<file path="config.mk">
export PLATFORM = sky130hd
export DESIGN_NAME = lpn_divider
export DESIGN_NICKNAME = d
export VERILOG_FILES = /design/src/rtl/lpn_pkg.sv /design/src/rtl/lpn_divider.sv
export SDC_FILE = /design/constraint.sdc
export NUM_CORES = 1
export LEC_CHECK = 0
export ABC_AREA = 1
export BUFFER_PORTS_ARGS = -buffer_cell sky130_fd_sc_hd__buf_2
export CAP_MARGIN = 5
export CORE_MARGIN = 1.5
export CORE_UTILIZATION = 55
export CTS_CLUSTER_DIAMETER = 40
export DETAILED_ROUTE_END_ITERATION = 12
export PLACE_DENSITY = 0.8
export SLEW_MARGIN = 20
export SYNTH_ARGS = -nofsm -noshare
export SYNTH_HDL_FRONTEND = slang
export SYNTH_SLANG_ARGS = --single-unit
export TNS_END_PERCENT = 30
</file>
<file path="constraint.sdc">
create_clock -name clock -period 2.3 [get_ports clock]
set_clock_uncertainty 0.15 [all_clocks]
set_input_delay 0.345 -clock clock [delete_from_list [all_inputs] [get_ports clock]]
set_output_delay 0.345 -clock clock [all_outputs]
set_load 0.005 [all_outputs]
</file>
<file path="src/rtl/lpn_pkg.sv">
// Package for the look-ahead peak normaliser: widths, constants and the
// divider result type. No dependencies; every other file uses it.
package lpn_pkg;

   localparam int WINDOW_MAX_DEF = 1024;
   localparam int SAMPLE_W       = 16;
   localparam int WLEN_W         = 11;
   localparam int LEVEL_W        = 15;
   localparam int CSR_DATA_W     = 15;
   localparam int CSR_INDEX_W    = 1;
   localparam int GAIN_W         = 32;
   localparam int SLOPE_W        = 33;
   localparam int PEAK_W         = 16;
   localparam int DIV_W          = 32;
   localparam int DVS_W          = 16;
   localparam int DIV_CNT_W      = 5;

   localparam logic [CSR_INDEX_W-1:0] CSR_WINDOW_LEN   = 1'b0;
   localparam logic [CSR_INDEX_W-1:0] CSR_TARGET_LEVEL = 1'b1;

   localparam logic [WLEN_W-1:0]  WLEN_RESET  = 11'd1024;
   localparam logic [LEVEL_W-1:0] LEVEL_RESET = 15'd32767;
   localparam logic [GAIN_W-1:0]  GAIN_UNITY  = 32'h0001_0000;
   // Target gain used when both window peaks are silent (200000 in Q16.16 per unit level).
   localparam logic [17:0]        SILENT_GAIN = 18'd200000;

   typedef struct packed {
      logic             done;
      logic [DIV_W-1:0] quotient;
   } div_result_type;

endpackage

</file>
<file path="src/rtl/lpn_divider.sv">
// Restoring unsigned divider, one quotient bit per cycle.
// Depends on lpn_pkg.
module lpn_divider (
   input  logic                        clock,
   input  logic                        reset,
   input  logic                        start,
   input  logic [lpn_pkg::DIV_W-1:0]   dividend,
   input  logic [lpn_pkg::DVS_W-1:0]   divisor,
   output lpn_pkg::div_result_type     result
);
   import lpn_pkg::*;

   logic                 busy_ff;
   logic                 done_ff;
   logic [DIV_CNT_W-1:0] cnt_ff;
   logic [DVS_W-1:0]     rem_ff;
   logic [DIV_W-1:0]     quo_ff;
   logic [DVS_W-1:0]     dvs_ff;
   logic [DVS_W:0]       shifted;
   logic [DVS_W:0]       trial;
   logic                 fits;

   assign shifted = {rem_ff, quo_ff[DIV_W-1]};
   assign trial   = shifted - {1'b0, dvs_ff};
   assign fits    = shifted >= {1'b0, dvs_ff};

   always_ff @(posedge clock) begin
      if (reset) begin
         busy_ff <= 1'b0;
         done_ff <= 1'b0;
         cnt_ff  <= '0;
      end else begin
         done_ff <= 1'b0;
         if (start) begin
            busy_ff <= 1'b1;
            cnt_ff  <= '0;
         end else if (busy_ff) begin
            cnt_ff <= cnt_ff + 1'b1;
            if (cnt_ff == {DIV_CNT_W{1'b1}}) begin
               busy_ff <= 1'b0;
               done_ff <= 1'b1;
            end
         end
      end
   end

   always_ff @(posedge clock) begin
      if (start) begin
         rem_ff <= '0;
         quo_ff <= dividend;
         dvs_ff <= divisor;
      end else if (busy_ff) begin
         rem_ff <= fits ? trial[DVS_W-1:0] : shifted[DVS_W-1:0];
         quo_ff <= {quo_ff[DIV_W-2:0], fits};
      end
   end

   assign result.done     = done_ff;
   assign result.quotient = quo_ff;

endmodule
</file>
==> results.json <==
{
  "status": "finished clean",
  "internal_power_uw": 2230,
  "rsz0062_at_grt": "false",
  "nFillCells": 614,
  "clock_sinks": 71,
  "ys_warn_count": 0,
  "yosysUniqueCellTypes": 35,
  "worst_slew_pin_slew_ns": 0.422,
  "crit-reg2reg-launch": "quo_ff[31]",
  "path_class": "register to register",
  "io_pins": 84,
  "post-route-min-period_ns": 2.08,
  "yosys.area.top_type_share_pct": 35.2,
  "seqPwrFrac_pct": 51.2,
  "netSwitchingPower_uw": 717,
  "dp_hpwl_um": 6610,
  "required_ns": 2.39,
  "clk_latency_ns": 0.34,
  "cap_violations": 0,
  "gp_congestion": 0.920,
  "slew_viol_final": 0,
  "hold_viol_final": 0,
  "synth.top_cells.by_count": "224 x nand2_1, 63 x inv_1, 48 x edfxtp_1",
  "grt_pass1_wl_um": 14900,
  "grt_max_degree": 41,
  "cts.repair.resized": 0,
  "start_util_pct": 56.7,
  "area_delta_synth_final_pct": 17.2,
  "grtUsageTotal_pct": 24.6,
  "fin_tns_setup_ns": 0,
  "cp_max_fo": 3,
  "drt_wl_total_um": 8880,
  "finalPower_uw": 2950,
  "worstPathArrival_ns": 2.17,
  "first_global_vias": 3330,
  "yosysMostFrequentCell": "nand2_1",
  "endpoint_kind": "register",
  "clkTransAtPathRegs_ns": 0.07,
  "ys.flop_type": "edfxtp_1",
  "syn_nets": 582,
  "vdd.ir_drop.worst_mv": 0.357,
  "die_h_um": 89.3,
  "drive_gt1_share_pct": 21.9,
  "first_iter_violations": 193,
  "r2r_cells": 11,
  "setup_violations": 0,
  "antenna_cells": 0,
  "die-width_um": 89.3,
  "post-place-ws_ns": 0.223,
  "dp_cells": 685,
  "fin_crit_sh_pct": 90.6,
  "core_um2": 7210,
  "cts_setup_buffers": 0,
  "fmaxAchievable_mhz": 480,
  "antenna_found_initial": 0,
  "swShare_pct": 24.3,
  "dr.pass1.iters": 5,
  "numCtsBuffers": 9,
  "synth_area_um2": 4090,
  "via_per_inst": 5.03,
  "cts_buffer_depth": 2,
  "portBuffers": 83,
  "synthCells": 512,
  "clockPowerShare_pct": 35.6,
  "synth-seq-area-share_pct": 46.5,
  "worst_slack_ns": 0.216,
  "drc_errors": 0,
  "root_buffer": "clkbuf_8",
  "min_to": "dvs_ff[15]",
  "detail-route-antenna-nets": 0,
  "critPathLaunchType": "register",
  "max_slew_margin_pct": 71.9,
  "die_area_um2": 7970,
  "grt_overflow_total": 0,
  "synth.top_cells.by_area": "edfxtp_1 35%, nand2_1 21%, dfxtp_1 11%",
  "yosysTopAreaCell": "edfxtp_1",
  "async_flop_share_pct": 0,
  "cts_hold_buf": 0,
  "worstHoldStart": "divisor[15]",
  "cts_tree": "built",
  "htree_levels": 3,
  "p_leak_uw": 0.00254,
  "power_density_nw_per_um2": 615,
  "rows": 31,
  "synth_edf_count": 48,
  "combPwrFrac_pct": 13.2,
  "synth.ff_latch_count": 71,
  "avgSynthCellArea_um2": 7.99,
  "reg2reg_slack_ns": 0.22,
  "hold_depth": 1,
  "vias": 3523,
  "avgRoutedWirePerCell_um": 12.7,
  "final_util_pct": 66.5,
  "fin_cells": 701,
  "num-nets-final": 667,
  "r2r-end": "rem_ff[8]",
  "hold_class": "input port to register"
}
## critical path: stages, from the launching register on
cell	delay [ns]
edfxtp_1	0.35
inv_1	0.06
ha_1	0.22
fa_1	0.42
o21bai_1	0.29
nand2_1	0.14
nand3_1	0.09
nand2_1	0.05
nand2_1	0.06
nand2_1	0.04
nand3_1	0.07
nand2_1	0.05
## stage by stage
step                      area, um2  hold slack [ns]
after floorplan                4090            0.271
after global placement         4590            0.305
after detailed placement       4590            0.311
after CTS                      4800           0.0102
after global routing           4800           0.0132
final                          4800           0.0261
## sequential cells by signal (all words and copies together), names as in the netlist
register,count
busy_ff,1
rem_ff,16
dvs_ff,16
cnt_ff,5
quo_ff,32
done_ff,1
## cells by family (layout without fill, tap and decap cells)
kind of cell	Yosys count	count (layout)	synth area share (%)
and+or+nand+nor	316	316	35.2
AOI/OAI and AO/OA	19	19	2.60
adders and majority gates	19	19	5.99
xor gates and xnor gates	6	6	1.28
buffers and inverters	81	171	8.41
DFF	71	71	46.5
## worst max path at each step
| stage | start | end | cells past startpoint |
|---|---|---|---|
| after global placement | dvs_ff[14] | rem_ff[12] | 10 |
| after floorplan | start | quo_ff[0] | 4 |
| after CTS | quo_ff[31] | rem_ff[8] | 11 |
| after global routing | dvs_ff[3] | rem_ff[13] | 13 |
| final | quo_ff[31] | rem_ff[8] | 11 |
| after detailed placement | quo_ff[31] | rem_ff[8] | 11 |
## placed cells by master, fill, tap and decap left out, types with 2 or more instances in the layout
| cell | netlist | routed |
|---|---|---|
| nand2_1 | 224 | 224 |
| buf_2 | 1 | 83 |
| inv_1 | 63 | 63 |
| edfxtp_1 | 48 | 48 |
| nand3_1 | 24 | 24 |
| dfxtp_1 | 23 | 23 |
| nand3b_1 | 18 | 18 |
| ha_1 | 18 | 18 |
| nand2_2 | 17 | 17 |
| nor2_1 | 13 | 13 |
| a21oi_1 | 12 | 12 |
| clkbuf_8 | 0 | 9 |
| nor3_1 | 6 | 6 |
| xnor2_1 | 5 | 5 |
| buf_4 | 2 | 5 |
| nand4_1 | 3 | 3 |
| clkbuf_1 | 9 | 3 |
| inv_2 | 2 | 2 |
| nor2_4 | 2 | 2 |
| nand3_2 | 2 | 2 |
| nand2_8 | 2 | 2 |
| a31oi_1 | 2 | 2 |
| o21ai_0 | 2 | 2 |
| clkinv_2 | 0 | 2 |
| bufinv_16 | 0 | 2 |
## layout make-up
class	instances	area [um2]	area share, %
multi-input cells	360	1850	38.5
well taps	99	124	2.58
clock inverters	4	70.1	1.46
inverters	66	248	5.16
clock buffers	12	135	2.82
flip-flops and latches	71	1900	39.6
repair buffers	89	473	9.86
## power by group through the flow
stage | combinational [uW] | clock (uW) | sequential (uW)
after floorplan | 220 | 0 | 1540
after global placement | 379 | 0 | 1540
after detailed placement | 390 | 0 | 1530
after CTS | 390 | 1070 | 1510
after global routing | 439 | 1110 | 1520
final | 388 | 1050 | 1510
## per-layer routing
layer  GRT usage, %  vias to the layer above  part of all wire, %
met3           7.20                       13                  7.7
li1               -                     1785                    -
met5              0                        -                    0
met4           8.39                        0                  1.7
met2           39.6                      134                   47
met1           31.9                     1591                   43
Power figures use the tool's default switching activity.
